$ cat config.mk
export PLATFORM = sky130hd
export DESIGN_NAME = morse_character_keyer
export DESIGN_NICKNAME = d
export VERILOG_FILES = /design/src/mck_pkg.sv /design/src/mck_front.sv /design/src/mck_cmd_queue.sv /design/src/mck_sequencer.sv /design/src/morse_character_keyer.sv
export SDC_FILE = /design/constraint.sdc
export NUM_CORES = 1
export LEC_CHECK = 0
export ABC_AREA = 1
export BUFFER_PORTS_ARGS = -buffer_cell sky130_fd_sc_hd__buf_2
export CORE_ASPECT_RATIO = 0.8
export CORE_MARGIN = 10
export CORE_UTILIZATION = 40
export CTS_BUF_LIST = sky130_fd_sc_hd__clkbuf_4 sky130_fd_sc_hd__clkbuf_8
export DETAILED_ROUTE_END_ITERATION = 10
export SYNTH_ARGS = -nofsm -noshare
export SYNTH_HDL_FRONTEND = slang
export SYNTH_SLANG_ARGS = --single-unit
$ cat constraint.sdc
create_clock -name i_clk -period 3.4 [get_ports i_clk]
set_input_delay 0.68 -clock i_clk [delete_from_list [all_inputs] [get_ports i_clk]]
set_output_delay 0.68 -clock i_clk [all_outputs]
set_load 0.005 [all_outputs]
$ cat src/mck_pkg.sv
// ----------------------------------------------------------------------------
// mck_pkg
// Shared types, constants and the dot/dash pattern table of the morse keyer.
// ----------------------------------------------------------------------------
package mck_pkg;

    // widths of the configuration and payload fields
    localparam int TimeW    = 16;
    localparam int CharW    = 8;
    localparam int CfgIdxW  = 2;
    localparam int LenW     = 3;
    localparam int PatW     = 5;
    localparam int StepW    = 4;

    // depth of the command queue between front and back
    localparam int CMD_DEPTH = 2;

    // configuration register indexes
    localparam logic [CfgIdxW-1:0] CFG_DOT_TIME  = 2'd0;
    localparam logic [CfgIdxW-1:0] CFG_DASH_TIME = 2'd1;
    localparam logic [CfgIdxW-1:0] CFG_WORD_GAP  = 2'd2;

    // reset values of the timing registers, in ms
    localparam logic [TimeW-1:0] DOT_TIME_RST  = 16'(200 / 4);
    localparam logic [TimeW-1:0] DASH_TIME_RST = 16'(600 / 4);
    localparam logic [TimeW-1:0] WORD_GAP_RST  = 16'((200 / 4) * 7);

    // number of pattern table entries: 26 letters then 10 digits
    localparam int NumSlots = 36;
    localparam int SlotW    = 6;
    localparam logic [SlotW-1:0] DigitBase = 6'd26;

    // one request for the back part
    typedef struct packed {
        logic            is_space;
        logic [LenW-1:0] len;
        logic [PatW-1:0] bits;
    } t_cmd;

    typedef struct packed {
        logic [LenW-1:0] len;
        logic [PatW-1:0] bits;
    } t_pattern;

    // element i is bit (len-1-i); 1 is a dash
    function automatic t_pattern pattern_lookup(input logic [SlotW-1:0] slot);
        t_pattern p;
        case (slot)
            6'd0:    p = '{3'd2, 5'd1};
            6'd1:    p = '{3'd4, 5'd8};
            6'd2:    p = '{3'd4, 5'd10};
            6'd3:    p = '{3'd3, 5'd4};
            6'd4:    p = '{3'd1, 5'd0};
            6'd5:    p = '{3'd4, 5'd2};
            6'd6:    p = '{3'd3, 5'd6};
            6'd7:    p = '{3'd4, 5'd0};
            6'd8:    p = '{3'd2, 5'd0};
            6'd9:    p = '{3'd4, 5'd7};
            6'd10:   p = '{3'd3, 5'd5};
            6'd11:   p = '{3'd4, 5'd4};
            6'd12:   p = '{3'd2, 5'd3};
            6'd13:   p = '{3'd2, 5'd2};
            6'd14:   p = '{3'd3, 5'd7};
            6'd15:   p = '{3'd4, 5'd6};
            6'd16:   p = '{3'd4, 5'd13};
            6'd17:   p = '{3'd3, 5'd2};
            6'd18:   p = '{3'd3, 5'd0};
            6'd19:   p = '{3'd1, 5'd1};
            6'd20:   p = '{3'd3, 5'd1};
            6'd21:   p = '{3'd4, 5'd1};
            6'd22:   p = '{3'd3, 5'd3};
            6'd23:   p = '{3'd4, 5'd9};
            6'd24:   p = '{3'd4, 5'd11};
            6'd25:   p = '{3'd4, 5'd12};
            6'd26:   p = '{3'd5, 5'd31};
            6'd27:   p = '{3'd5, 5'd15};
            6'd28:   p = '{3'd5, 5'd7};
            6'd29:   p = '{3'd5, 5'd3};
            6'd30:   p = '{3'd5, 5'd1};
            6'd31:   p = '{3'd5, 5'd0};
            6'd32:   p = '{3'd5, 5'd16};
            6'd33:   p = '{3'd5, 5'd24};
            6'd34:   p = '{3'd5, 5'd28};
            6'd35:   p = '{3'd5, 5'd30};
            default: p = '{3'd1, 5'd0};
        endcase
        return p;
    endfunction

endpackage

$ cat src/mck_front.sv
// ----------------------------------------------------------------------------
// mck_front
// Classifies an incoming character and turns it into a keying request.
// ----------------------------------------------------------------------------
module mck_front (
    input  logic                      i_push,
    input  logic [mck_pkg::CharW-1:0] i_char_code,
    input  logic                      i_q_full,
    output logic                      o_q_push,
    output mck_pkg::t_cmd             o_cmd
);

    logic                      w_handled;
    logic                      w_is_space;
    logic [mck_pkg::SlotW-1:0] w_slot;
    mck_pkg::t_pattern         w_pat;

    // map the byte to a table slot, or to a space, or drop it
    always_comb begin
        w_handled  = 1'b1;
        w_slot     = '0;
        w_is_space = 1'b0;
        if (i_char_code inside {["a":"z"]}) begin
            w_slot = mck_pkg::SlotW'(i_char_code - 8'("a"));
        end else if (i_char_code inside {["A":"Z"]}) begin
            w_slot = mck_pkg::SlotW'(i_char_code - 8'("A"));
        end else if (i_char_code inside {["0":"9"]}) begin
            w_slot = mck_pkg::DigitBase + mck_pkg::SlotW'(i_char_code - 8'("0"));
        end else if (i_char_code == 8'(" ")) begin
            w_is_space = 1'b1;
        end else begin
            w_handled = 1'b0;
        end
    end

    // pattern lookup
    assign w_pat = mck_pkg::pattern_lookup(w_slot);
    assign o_cmd = '{is_space: w_is_space, len: w_pat.len, bits: w_pat.bits};

    // unhandled bytes are taken but cause no request
    assign o_q_push = i_push && !i_q_full && w_handled;

endmodule

$ cat src/mck_cmd_queue.sv
// ----------------------------------------------------------------------------
// mck_cmd_queue
// Short request queue that decouples the classifier from the sequencer.
// ----------------------------------------------------------------------------
module mck_cmd_queue #(
    parameter int DEPTH = mck_pkg::CMD_DEPTH
) (
    input  logic          i_clk,
    input  logic          i_rst_n,
    input  logic          i_push,
    input  mck_pkg::t_cmd i_data,
    output logic          o_full,
    input  logic          i_pop,
    output logic          o_valid,
    output mck_pkg::t_cmd o_data
);

    localparam int PtrW = (DEPTH > 1) ? $clog2(DEPTH) : 1;
    localparam int CntW = $clog2(DEPTH + 1);

    mck_pkg::t_cmd    r_mem [DEPTH];
    logic [PtrW-1:0]  r_wr_ptr;
    logic [PtrW-1:0]  r_rd_ptr;
    logic [CntW-1:0]  r_count;
    logic             w_wr;
    logic             w_rd;

    assign w_wr    = i_push && !o_full;
    assign w_rd    = i_pop && o_valid;
    assign o_full  = (r_count == CntW'(DEPTH));
    assign o_valid = (r_count != '0);
    assign o_data  = r_mem[r_rd_ptr];

    // storage
    always_ff @(posedge i_clk) begin
        if (w_wr) begin
            r_mem[r_wr_ptr] <= i_data;
        end
    end

    // pointers and fill count
    always_ff @(posedge i_clk) begin
        if (!i_rst_n) begin
            r_wr_ptr <= '0;
            r_rd_ptr <= '0;
            r_count  <= '0;
        end else begin
            if (w_wr) begin
                r_wr_ptr <= (r_wr_ptr == PtrW'(DEPTH - 1)) ? '0 : r_wr_ptr + 1'b1;
            end
            if (w_rd) begin
                r_rd_ptr <= (r_rd_ptr == PtrW'(DEPTH - 1)) ? '0 : r_rd_ptr + 1'b1;
            end
            if (w_wr && !w_rd) begin
                r_count <= r_count + 1'b1;
            end else if (w_rd && !w_wr) begin
                r_count <= r_count - 1'b1;
            end
        end
    end

endmodule

$ cat src/mck_sequencer.sv
// ----------------------------------------------------------------------------
// mck_sequencer
// Steps through one request into the output register, one keying interval per
// cycle while the output register is free or being popped.
// ----------------------------------------------------------------------------
module mck_sequencer (
    input  logic                      i_clk,
    input  logic                      i_rst_n,
    input  logic                      i_cmd_valid,
    input  mck_pkg::t_cmd             i_cmd,
    output logic                      o_cmd_pop,
    input  logic [mck_pkg::TimeW-1:0] i_dot_time,
    input  logic [mck_pkg::TimeW-1:0] i_dash_time,
    input  logic [mck_pkg::TimeW-1:0] i_word_gap_time,
    input  logic                      i_pop,
    output logic                      o_empty,
    output logic                      o_key_on,
    output logic [mck_pkg::TimeW-1:0] o_interval,
    output logic                      o_last
);

    logic                       r_act;
    mck_pkg::t_cmd              r_cmd;
    logic [mck_pkg::StepW-1:0]  r_idx;
    logic                       r_out_valid;
    logic                       r_key_on;
    logic [mck_pkg::TimeW-1:0]  r_interval;
    logic                       r_last;

    logic                       w_out_ready;
    logic                       w_emit;
    logic                       w_done;
    logic                       w_key_on;
    logic [mck_pkg::TimeW-1:0]  w_interval;
    logic                       w_last;
    logic [mck_pkg::LenW-1:0]   w_shift;
    logic                       w_dash;

    // which element the current step belongs to, and whether it is a dash
    assign w_shift = r_cmd.len - 3'd1 - r_idx[mck_pkg::StepW-1:1];
    assign w_dash  = r_cmd.bits[0 +: 1] == 1'b1 && w_shift == '0
                   ? 1'b1 : ((r_cmd.bits >> w_shift) & 5'd1) != 5'd0;

    // interval for the current step
    always_comb begin
        if (r_cmd.is_space) begin
            w_key_on   = 1'b0;
            w_interval = i_word_gap_time;
            w_last     = 1'b1;
        end else if (r_idx == {r_cmd.len, 1'b0}) begin
            w_key_on   = 1'b0;
            w_interval = i_dash_time;
            w_last     = 1'b1;
        end else if (!r_idx[0]) begin
            w_key_on   = 1'b1;
            w_interval = w_dash ? i_dash_time : i_dot_time;
            w_last     = 1'b0;
        end else begin
            w_key_on   = 1'b0;
            w_interval = i_dot_time;
            w_last     = 1'b0;
        end
    end

    assign w_out_ready = !r_out_valid || i_pop;
    assign w_emit      = r_act && w_out_ready;
    assign w_done      = w_emit && w_last;
    assign o_cmd_pop   = i_cmd_valid && (!r_act || w_done);

    // request walker
    always_ff @(posedge i_clk) begin
        if (!i_rst_n) begin
            r_act <= 1'b0;
            r_idx <= '0;
        end else if (o_cmd_pop) begin
            r_act <= 1'b1;
            r_idx <= '0;
        end else if (w_done) begin
            r_act <= 1'b0;
        end else if (w_emit) begin
            r_idx <= r_idx + 1'b1;
        end
    end

    always_ff @(posedge i_clk) begin
        if (o_cmd_pop) begin
            r_cmd <= i_cmd;
        end
    end

    // output register
    always_ff @(posedge i_clk) begin
        if (!i_rst_n) begin
            r_out_valid <= 1'b0;
        end else if (w_out_ready) begin
            r_out_valid <= w_emit;
        end
    end

    always_ff @(posedge i_clk) begin
        if (w_emit) begin
            r_key_on   <= w_key_on;
            r_interval <= w_interval;
            r_last     <= w_last;
        end
    end

    assign o_empty    = !r_out_valid;
    assign o_key_on   = r_key_on;
    assign o_interval = r_interval;
    assign o_last     = r_last;

endmodule

$ cat src/morse_character_keyer.sv
// ----------------------------------------------------------------------------
// morse_character_keyer
// Turns ASCII characters into timed key-on and key-off intervals.
// ----------------------------------------------------------------------------
// first interval of a character passes the queue, the sequencer request register and the output register
// throughput: one interval per cycle while the output register is free or being popped;
//   a character gives 2*elements+1 intervals (1 to 11), emitted by the sequencer
// new characters are taken while a request waits in the two-entry queue
// reset: synchronous, clears queue and output; timing registers go to 50/150/350
// ----------------------------------------------------------------------------
module morse_character_keyer #(
    parameter int CMD_DEPTH = mck_pkg::CMD_DEPTH
) (
    input  logic                        i_clk,
    input  logic                        i_rst_n,
    input  logic                        i_push,
    output logic                        o_full,
    input  logic [mck_pkg::CharW-1:0]   i_char_code,
    output logic                        o_empty,
    input  logic                        i_pop,
    output logic                        o_key_on,
    output logic [mck_pkg::TimeW-1:0]   o_interval,
    output logic                        o_last,
    input  logic                        i_cfg_wr_en,
    input  logic [mck_pkg::CfgIdxW-1:0] i_cfg_index,
    input  logic [mck_pkg::TimeW-1:0]   i_cfg_data
);

    logic [mck_pkg::TimeW-1:0] r_dot_time;
    logic [mck_pkg::TimeW-1:0] r_dash_time;
    logic [mck_pkg::TimeW-1:0] r_word_gap_time;

    logic          w_q_push;
    mck_pkg::t_cmd w_front_cmd;
    logic          w_cmd_valid;
    logic          w_cmd_pop;
    mck_pkg::t_cmd w_cmd;

    // timing registers
    always_ff @(posedge i_clk) begin
        if (!i_rst_n) begin
            r_dot_time      <= mck_pkg::DOT_TIME_RST;
            r_dash_time     <= mck_pkg::DASH_TIME_RST;
            r_word_gap_time <= mck_pkg::WORD_GAP_RST;
        end else if (i_cfg_wr_en) begin
            case (i_cfg_index)
                mck_pkg::CFG_DOT_TIME:  r_dot_time      <= i_cfg_data;
                mck_pkg::CFG_DASH_TIME: r_dash_time     <= i_cfg_data;
                mck_pkg::CFG_WORD_GAP:  r_word_gap_time <= i_cfg_data;
                default: ;
            endcase
        end
    end

    // classifier
    mck_front u_front (
        .i_push      (i_push),
        .i_char_code (i_char_code),
        .i_q_full    (o_full),
        .o_q_push    (w_q_push),
        .o_cmd       (w_front_cmd)
    );

    // request queue
    mck_cmd_queue #(
        .DEPTH (CMD_DEPTH)
    ) u_queue (
        .i_clk   (i_clk),
        .i_rst_n (i_rst_n),
        .i_push  (w_q_push),
        .i_data  (w_front_cmd),
        .o_full  (o_full),
        .i_pop   (w_cmd_pop),
        .o_valid (w_cmd_valid),
        .o_data  (w_cmd)
    );

    // interval sequencer
    mck_sequencer u_seq (
        .i_clk           (i_clk),
        .i_rst_n         (i_rst_n),
        .i_cmd_valid     (w_cmd_valid),
        .i_cmd           (w_cmd),
        .o_cmd_pop       (w_cmd_pop),
        .i_dot_time      (r_dot_time),
        .i_dash_time     (r_dash_time),
        .i_word_gap_time (r_word_gap_time),
        .i_pop           (i_pop),
        .o_empty         (o_empty),
        .o_key_on        (o_key_on),
        .o_interval      (o_interval),
        .o_last          (o_last)
    );

    // output is empty right after reset
    a_empty_after_reset: assert property (@(posedge i_clk)
        $rose(i_rst_n) |-> o_empty)
        else $error("result shown right after reset");

    // the closing interval of a character is always key-off
    a_last_is_off: assert property (@(posedge i_clk) disable iff (!i_rst_n)
        (!o_empty && o_last) |-> !o_key_on)
        else $error("final interval has key on");

    // the sequencer never takes from an empty queue
    a_no_pop_empty: assert property (@(posedge i_clk) disable iff (!i_rst_n)
        !w_cmd_valid |-> !w_cmd_pop)
        else $error("request taken from empty queue");

endmodule
== Yosys cells after proc, flatten, opt, wreduce, memory -nomap -nowiden ==
Memories as Yosys holds them, arrays and structs flattened. A register that Yosys moved wholly into a read port is not among the register bits.
Cells that the tools add are included.

* Equal/unequal tests: 5
* Bitwise logic cells: 2
* $lt $le $gt $ge: 6
* Add/sub/neg operators: 11
* Mux-type cells: 26
* Reductions and logical operators: 31
* Shift-type cells: 1

{| class="wikitable"
|+ Operators by type and width
! operator !! count
|-
| $mux W16 || 4
|-
| $mux W6 || 3
|-
| $mux W1 || 17
|-
| $ge A8 B7 Y1 const B || 2
|-
| $le A8 B7 Y1 const B || 2
|-
| $logic_and A1 B1 Y1 || 13
|-
| $sub A6 B6 Y6 const B || 2
|-
| $eq A8 B6 Y1 const B || 1
|-
| $ge A8 B6 Y1 const B || 1
|-
| $le A8 B6 Y1 const B || 1
|-
| $reduce_and A2 Y1 || 4
|-
| $add A5 B6 Y6 const A || 1
|-
| $reduce_bool A2 Y1 || 3
|-
| $sub A6 B1 Y6 const B || 1
|-
| $logic_not A1 Y1 || 5
|-
| $shr A5 B3 Y1 || 1
|-
| $add A4 B1 Y4 const B || 1
|-
| $eq A2 B2 Y1 const B || 2
|-
| $eq A4 B4 Y1 || 1
|-
| $mux W2 || 2
|-
| $reduce_or A2 Y1 || 2
|-
| $logic_not A3 Y1 || 1
|-
| $sub A3 B1 Y3 const B || 1
|-
| $sub A3 B3 Y3 || 1
|-
| other kinds (7) || 10
|}

* Input port bits: 31
* Memories: 2
* Memory bits (writable): 18
* ROM bits: 512
* Word-level logic and storage cells: 96
* Output and inout port bits: 20
* Register bits: 76

{| class="wikitable"
|+ Memories
! name !! depth !! width !! read ports !! clocked after memory_dff !! wr ports !! line !! text
|-
| (no name shown) || 64 || 8 || 1 || 0 || 0 || mck_pkg.sv:48 || <nowiki>case (slot)</nowiki>
|-
| u_queue.r_mem || 2 || 9 || 1 || 1 || 1 || mck_cmd_queue.sv:21 || <nowiki>mck_pkg::t_cmd r_mem [DEPTH];</nowiki>
|}

== Logic depth before layout (Yosys ltp) ==
Gate-level depths: netlist of run 1.

* Word-level depth: 11
* Mapped depth: 18
* Mapped depth without buffers: 18

== By module ==
Synthesis of run 1 repeated with hierarchy kept, for this count alone.

* Cell total of the unflattened synthesis: 764
* Area, all modules: 5831.8 µm²

{| class="wikitable"
|+ By module, submodules not included
! module !! seq. area each (µm²) !! cells each !! area each (µm²) !! times used
|-
| morse_character_keyer || 960.9 || 287 || 1996.9 || 1
|-
| mck_sequencer || 930.9 || 218 || 1819.2 || 1
|-
| mck_front || 0.0 || 194 || 1121.1 || 1
|-
| mck_cmd_queue || 640.6 || 65 || 894.6 || 1
|}

== Worst setup path before layout of run 1 ==
No wires, ideal clock.

* Path kind: input to register
* Start: input i_char_code[1] in the netlist's numbering
* End: memory u_queue.r_mem[0][7] in the netlist's numbering, data pin
* Data arrival time: 2.524 ns
* Library setup time: 0.257 ns
* Stages: 17
* Required time: 3.143 ns
* Path buffers: 0
* Setup slack: 0.619 ns
* Path through: inv_1 > ha_1 > inv_1 > nor2_1 > nand3_1 > nand3_4 > nand2_8 > nand2_1 > nand2_1 > ha_1 > inv_1 > nand2_2 > nand2_1 > o21ai_1 > nand2_1 > nand2_1 > nand2_1

{| class="wikitable"
|+ RTL lines
! item !! line !! text
|-
| from (decl) || morse_character_keyer.sv:18 || <nowiki>input logic [mck_pkg::CharW-1:0] i_char_code,</nowiki>
|-
| to (decl) || mck_cmd_queue.sv:21 ||
|}

==> key figures, run 1 <==
Die
  • Chip width: 147 µm
  • # IOs: 51
  • Die area: 0.0180 mm²
  • Starting Density: 0.406
  • Core area: 0.0128 mm²
  • Die H: 122 µm
  • FP Rows: 37

Critical path
  • Crit path buffers/inverters: 4
  • Critical path endpoint category: register
  • Cell family with the largest share of critical-path delay: simple AND/OR/NAND/NOR gates
  • Worst path depth: 18
  • Startpoint types: input pin
  • Slowest stage cell on the critical path: ha_1
  • Worst path cell trace: buf_2 > inv_1 > ha_1 > inv_1 > nor2_1 > nand3_1 > nand3_4 > nand2_8 > nand2_1 > nand2_1 > ha_1 > inv_1 > nand2_2 > nand2_1 > o21ai_1 > nand2_1 > nand2_1 > nand2_1
  • Cell mode on critical path: nand2_1
  • R2R setup slack: 830 ps
  • Reg2reg start: u_seq.r_idx[1]
  • Launch point of the worst path: i_char_code[1]
  • Worst R2R Path Depth: 12
  • Req. time, crit path: 3520 ps
  • Critical path type: in2reg
  • Reg-to-reg endpoint: u_queue.r_count[1]
  • CP max FO: 10
  • Crit path capture: u_queue.r_mem[1][7]
  • Critical Path AT: 3000 ps
  • CP peak stage delay: 310 ps

Global routing
  • Largest net degree at the start of global routing: 55
  • GRT Overall Usage: 0.130
  • First-pass GRT wire length: 19.5 mm
  • Initial antenna violation count: 0
  • Vias in the first global route: 4039
  • GRT overflow: 0

Finish
  • Commonest non-fill, non-tap cell in the layout: nand2_1
  • Fraction of layout cells with a size suffix above 1: 0.151
  • Core Util, Final: 0.456
  • Fin nets: 730
  • Finished Cell Area: 0.00582 mm²
  • Commonest non-fill, non-tap cells in the layout: nand2_1, o21ai_0, inv_1
  • Ant diodes: 0
  • Layout area overhead: 12.2%

Placed design
  • I/O Buffers: 50
  • Routability cong.: 0.834
  • HPWL after detailed placement: 8.26 mm
  • Cell area after placement: 0.00561 mm²

Synth
  • Largest family of logic cells by synthesized area: simple AND/OR/NAND/NOR gates
  • Netlist Area Pre-Place: 0.00519 mm²
  • Main flop type after synthesis: dfxtp_1
  • Syn nets: 684
  • Sequential fraction of the synthesis area: 0.484
  • Syn avg cell area: 8.20 µm²
  • Compound-Gate Fraction of Synth Area: 0.138
  • Simple-gate share of the synthesized area: 0.240
  • Post-synthesis adder-cell area fraction: 0.0497
  • Netlist cell types: 37
  • Syn Inst Count: 633
  • Post-synthesis mux area share: 0
  • Syn. warnings: 0
  • #FFs+latches synth: 103
  • Post-Synth XOR/XNOR Area: 0.0135
  • Post-synth EDFFs: 45
  • FFs w/ async S/R, synth: 0

Routing
  • Number of remaining DRC errors: 0
  • Drt initial violations: 272
  • Drt wl/cell: 13.5 µm
  • DRT antenna net count: 0
  • Pre-Repair DR Iteration Count: 5
  • Total Routed Length: 11.6 mm
  • Via count: 4262
  • Via/cell ratio: 4.96

CTS
  • Root Driver: clkbuf_8
  • CTS buffer count: 9
  • Post-CTS Hold Buffers: 0
  • H-tree levels: 3
  • Sink Count: 103
  • Clock slew seen by the registers of the worst setup and hold paths: 100 ps
  • TritonCTS clock tree: yes
  • Cells resized by post-CTS repair: 0
  • Longest Clk Path Bufs: 2
  • Post CTS Setup Buffer Count: 0
  • Clock Latency Late Sink: 370 ps

STA
  • Final setup viols: 0
  • Max-slew headroom: 0.403
  • Slew Viols, Final: 0
  • Final Hold Fails: 0
  • TNS Setup: 0 ps
  • Worst Max-Slew Pin Slew: 895 ps
  • Fin crit share: 0.846
  • Unrepaired setup endpoints after global routing: no
  • Fin crit period: 2880 ps
  • Worst hold slack: 455 ps
  • Clock Skew: 13.6 ps
  • FMAX: 347 MHz

Power
  • Lkg Pwr: 2.55 nW
  • Pwr per Cell Area: 656 mW/mm²
  • Clock share of power: 0.215
  • Switching pwr: 0.00140 W
  • Int Pwr: 0.00242 W
  • Logic pwr share: 0.340
  • Switching portion of total power: 0.366
  • Seq pwr share: 0.445
  • Worst IR Drop VDD: 0.301 mV

Worst hold path
  • Hold_sp: r_word_gap_time[14]
  • Hold path cells: 2
  • Hold Path Class: reg2reg

Run status
  • Outcome: complete, no violations

Flow run
  • Max_cap viols: 0
-- Yosys cell counts, types with 2 or more instances --
cell type	n	area share
nor2_1	62	0.045
inv_1	65	0.047
ha_1	19	0.046
nand3_1	39	0.038
nor2_2	3	0.0036
nand2_1	132	0.095
o21ai_1	11	0.011
buf_6	4	0.0087
nand2_8	2	0.0077
nor2_4	2	0.0043
nand2_2	6	0.0072
edfxtp_1	45	0.26
inv_2	3	0.0022
nand4_1	10	0.012
o21ai_0	75	0.072
xor2_1	6	0.010
nand2_4	3	0.0065
clkbuf_1	17	0.012
a21oi_1	41	0.040
buf_2	2	0.0019
xnor2_1	2	0.0034
nand3_2	4	0.0077
dfxtp_1	58	0.22
o211ai_1	8	0.012
nand3b_1	2	0.0029
-- worst min-delay path by stage --
stage | end
detailed placement | r_word_gap_time[14]
finish | r_word_gap_time[14]
global placement | r_dot_time[4]
CTS | r_word_gap_time[14]
floorplan | r_dot_time[1]
global route | r_word_gap_time[9]
-- final cells by class --
cell class | count | area [µm²]
repair buffers | 59 | 318
multi-input cells | 437 | 2290
fillers | 1276 | 6950
flip-flops and latches | 103 | 2510
clock buffers | 10 | 131
well taps | 175 | 219
inverters | 69 | 262
clock inverters | 6 | 86.3
-- routing by layer --
layer	vias up	track usage	routed length, µm
met5	-	0	0
met1	1995	0.168	5560
li1	2185	-	-
met3	12	0.0311	454
met4	0	0.0328	95
met2	70	0.216	5510
-- metrics by stage --
| step | instances | setup WS [ps] | power, W |
|---|---|---|---|
| 2_1_floorplan | 633 | 619 | 0.00262 |
| 3_3_place_gp | 843 | 224 | 0.00301 |
| 3_5_place_dp | 843 | 128 | 0.00303 |
| 4_1_cts | 859 | 536 | 0.00386 |
| 5_1_grt | 859 | 233 | 0.00413 |
| 6_report | 859 | 522 | 0.00382 |
-- power groups by stage --
| stage | clock network [W] | registers (W) | logic (W) |
|---|---|---|---|
| 2_1_floorplan | 0 | 0.00172 | 0.000899 |
| 3_3_place_gp | 0 | 0.00173 | 0.00128 |
| 3_5_place_dp | 0 | 0.00173 | 0.00130 |
| 4_1_cts | 0.000845 | 0.00170 | 0.00131 |
| 5_1_grt | 0.000898 | 0.00172 | 0.00151 |
| 6_report | 0.000820 | 0.00170 | 0.00130 |
-- kinds of logic (layout without fill, tap and decap cells) --
family	after synthesis	count (layout)
flops	103	103
simple gates	271	271
xor+xnor	8	8
fa+ha+maj	20	20
compound gates	138	138
buf+inv	93	144
-- worst reg2reg max path: cells and delay by family (launching register included) --
kind / cells / cell delay (ps)
AO/OA/AOI/OAI: 6 / 910
buffers and inverters: 2 / 170
adder cells (fa/ha/maj): 2 / 700
flip-flops: 1 / 390
AND/OR/NAND/NOR: 2 / 290
-- state kept, by name, indices dropped and copies added (netlist names) --
name,cells
r_dash_time,16
r_dot_time,16
r_word_gap_time,16
u_queue.r_count,2
u_queue.r_mem,18
u_queue.r_rd_ptr,1
u_queue.r_wr_ptr,1
u_seq.o_interval,16
u_seq.o_key_on,1
u_seq.o_last,1
u_seq.r_act,1
u_seq.r_cmd,9
u_seq.r_idx,4
u_seq.r_out_valid,1
(Power assumes the default switching activity.)
==> run 2, diff against run 1 <==
clock period = 2.93 ns   (was 3.4 ns; I/O delays follow)
==> run 2 against run 1 <==
Count of clock-buffer cells in the layout did not move. Highest routed layer unchanged. First-iteration DRC count fell by 3.7%. Sequential power rose by 16%. Via count fell by 0.45%. Total power rose by 14%. Flip-flop and latch count did not move. Design area rose by 1.2%. Largest cell class unchanged. Critical endpoint is now u_queue.r_mem[0][7]. Critical path type unchanged.
==> key figures, run 2 (synthesis results as in run 1) <==
CTS
  • TritonCTS clock tree: yes
  • Cells resized by post-CTS repair: 0 (unchanged)
  • Post-CTS Hold Buffers: 0 (unchanged)
  • Clock slew seen by the registers of the worst setup and hold paths: 100 ps (about the same)
  • Post CTS Setup Buffer Count: 0 (unchanged)
  • Sink Count: 103 (unchanged)
  • Clock Latency Late Sink: 360 ps (about the same)
  • CTS buffer count: 9 (unchanged)
  • H-tree levels: 3 (unchanged)
  • Root Driver: clkbuf_8
  • Longest Clk Path Bufs: 2 (unchanged)

STA
  • Slew Viols, Final: 0 (unchanged)
  • Final setup viols: 0 (unchanged)
  • Final Hold Fails: 0 (unchanged)
  • Fin crit period: 2590 ps
  • Worst Max-Slew Pin Slew: 915 ps (+19.7 ps)
  • Unrepaired setup endpoints after global routing: no
  • Fin crit share: 0.882
  • Final worst slack: 344 ps (-178 ps)
  • Max-slew headroom: 0.390 (-0.0132)
  • Clock Skew: 20.8 ps (+7.19 ps)
  • FMAX: 387 MHz

Run status
  • Outcome: complete, no violations

Critical path
  • Cell family with the largest share of critical-path delay: simple AND/OR/NAND/NOR gates
  • Req. time, crit path: 3050 ps (-470 ps)
  • Worst path cell trace: buf_2 > inv_2 > ha_1 > nor2_1 > o21ai_1 > nand3_1 > nor2_1 > o21ai_2 > ha_1 > inv_1 > nand2_2 > nand2_1 > o21ai_1 > nand2_1 > nand2_1 > nand2_1
  • Reg2reg start: u_seq.r_idx[1]
  • CP max FO: 7 (-3)
  • Critical path endpoint category: register
  • Startpoint types: input pin
  • Slowest stage cell on the critical path: ha_1
  • Critical Path AT: 2710 ps (-290 ps)
  • Launch point of the worst path: i_char_code[0]
  • Crit path buffers/inverters: 3 (-1)
  • Critical path type: in2reg
  • CP peak stage delay: 280 ps (-30 ps)
  • Cell mode on critical path: nand2_1

Global routing
  • GRT overflow: 0 (unchanged)
  • Grt met1 use: 0.173 (+0.00459)
  • First-pass GRT wire length: 19.6 mm (+0.42%)
  • Initial antenna violation count: 0 (unchanged)
  • Vias in the first global route: 4032 (-0.17%)
  • GRT Overall Usage: 0.131 (+0.000974)
  • Global Route met2 Usage: 0.210 (-0.00647)
  • Met3 GRT Util: 0.0378 (+0.00667)
  • GRT Max-Usage Layer: met2
  • Largest net degree at the start of global routing: 55 (unchanged)

Power
  • Switching portion of total power: 0.371 (+0.00543)
  • Seq pwr share: 0.453 (+0.008)
  • Pwr per Cell Area: 739 mW/mm² (+13%)
  • Int Pwr: 0.00274 W (+13%)
  • Clock share of power: 0.194 (-0.021)
  • Logic pwr share: 0.354 (+0.014)
  • Lkg Pwr: 2.60 nW (+1.7%)
  • Switching pwr: 0.00162 W (+16%)
  • Worst IR Drop VDD: 0.407 mV (+35%)

Die
  • Die area: 0.0180 mm² (unchanged)
  • Die H: 122 µm (unchanged)
  • Core area: 0.0128 mm² (unchanged)
  • # IOs: 51 (unchanged)
  • Starting Density: 0.406 (unchanged)
  • Chip width: 147 µm (unchanged)
  • FP Rows: 37 (unchanged)

Finish
  • Most flops, register: u_queue.r_mem
  • Core Util, Final: 0.461 (+0.00529)
  • Fin nets: 743 (+1.8%)
  • Max FFs per register: 18 (unchanged)
  • Commonest non-fill, non-tap cells in the layout: nand2_1, o21ai_0, inv_1
  • Ant diodes: 0 (unchanged)
  • Commonest non-fill, non-tap cell in the layout: nand2_1
  • Fraction of layout cells with a size suffix above 1: 0.165 (+0.0144)
  • Layout area overhead: 13.5%

Routing
  • Total Routed Length: 11.8 mm (+1.7%)
  • DRT antenna net count: 0 (unchanged)
  • Drt wl/cell: 13.6 µm (+0.20%)
  • Via/cell ratio: 4.87 (-1.9%)
  • Drt initial violations: 262 (-3.7%)
  • Via count: 4243 (-0.45%)
  • Pre-Repair DR Iteration Count: 4 (-1)
  • Number of remaining DRC errors: 0 (unchanged)

Worst hold path
  • Hold_sp: i_cfg_data[1]
  • Hold Path Class: in2reg

Placed design
  • Place WS: -40.8 ps (-169 ps)
  • I/O Buffers: 50 (unchanged)
  • HPWL after detailed placement: 8.28 mm (+0.28%)
  • Routability cong.: 0.894 (+7.1%)

Flow run
  • Max_cap viols: 0 (unchanged)
==> run 2: final cells by class <==
| class | instances | area [µm²] |
|---|---|---|
| inverter | 69 | 262 |
| timing repair buffer | 72 | 415 |
| clock buffer | 10 | 131 |
| multi-input combinational | 437 | 2290 |
| sequential | 103 | 2510 |
| tap | 175 | 219 |
| fill | 1278 | 6890 |
| clock inverter | 6 | 56.3 |
==> run 2: power groups by stage <==
stage / combinational, W / clock, W / sequential (W)
global route: 0.00179 / 0.000939 / 0.00200
finish: 0.00154 / 0.000842 / 0.00197
global placement: 0.00151 / 0 / 0.00200
floorplan: 0.00104 / 0 / 0.00200
CTS: 0.00155 / 0.000875 / 0.00197
detailed placement: 0.00155 / 0 / 0.00200
==> run 2: through the flow <==
step                      instances  hold WS [ps]  TNS, ps  total power (W)  cell area, µm²
final                           872           452        0          0.00435            5890
after global routing            872           436        0          0.00473            5890
after CTS                       872           437        0          0.00440            5890
after detailed placement        856           439     -171          0.00355            5700
after global placement          856           432        0          0.00351            5700
after floorplan                 633           424        0          0.00304            5190
==> run 2: metal layers <==
| metal | part of all wire | vias to the layer above |
|---|---|---|
| met5 | 0 | - |
| met4 | 0.0096 | 0 |
| met3 | 0.046 | 13 |
| met2 | 0.46 | 89 |
| met1 | 0.49 | 1926 |
| li1 | - | 2215 |
==> run 2: worst register-to-register path, stage by stage (launching register included) <==
cell and delay (ps):
dfxtp_1 390, inv_1 60, ha_1 330, nand4_1 130
nand2_1 130, inv_1 100, o21ai_0 260, o21ai_1 150
ha_1 330, a21oi_1 110, o21ai_0 120, o21ai_0 170
a21oi_1 50
==> run 2: path summary, 6_finish.rpt <==
path	endpoint	slack (ps)	cells after the start
worst max-delay path	u_queue.r_mem[0][7]	340	16
worst min-delay path	r_word_gap_time[1]	450	3
worst max register to register	u_queue.r_count[1]	510	12
worst min register to register	r_word_gap_time[14]	450	2
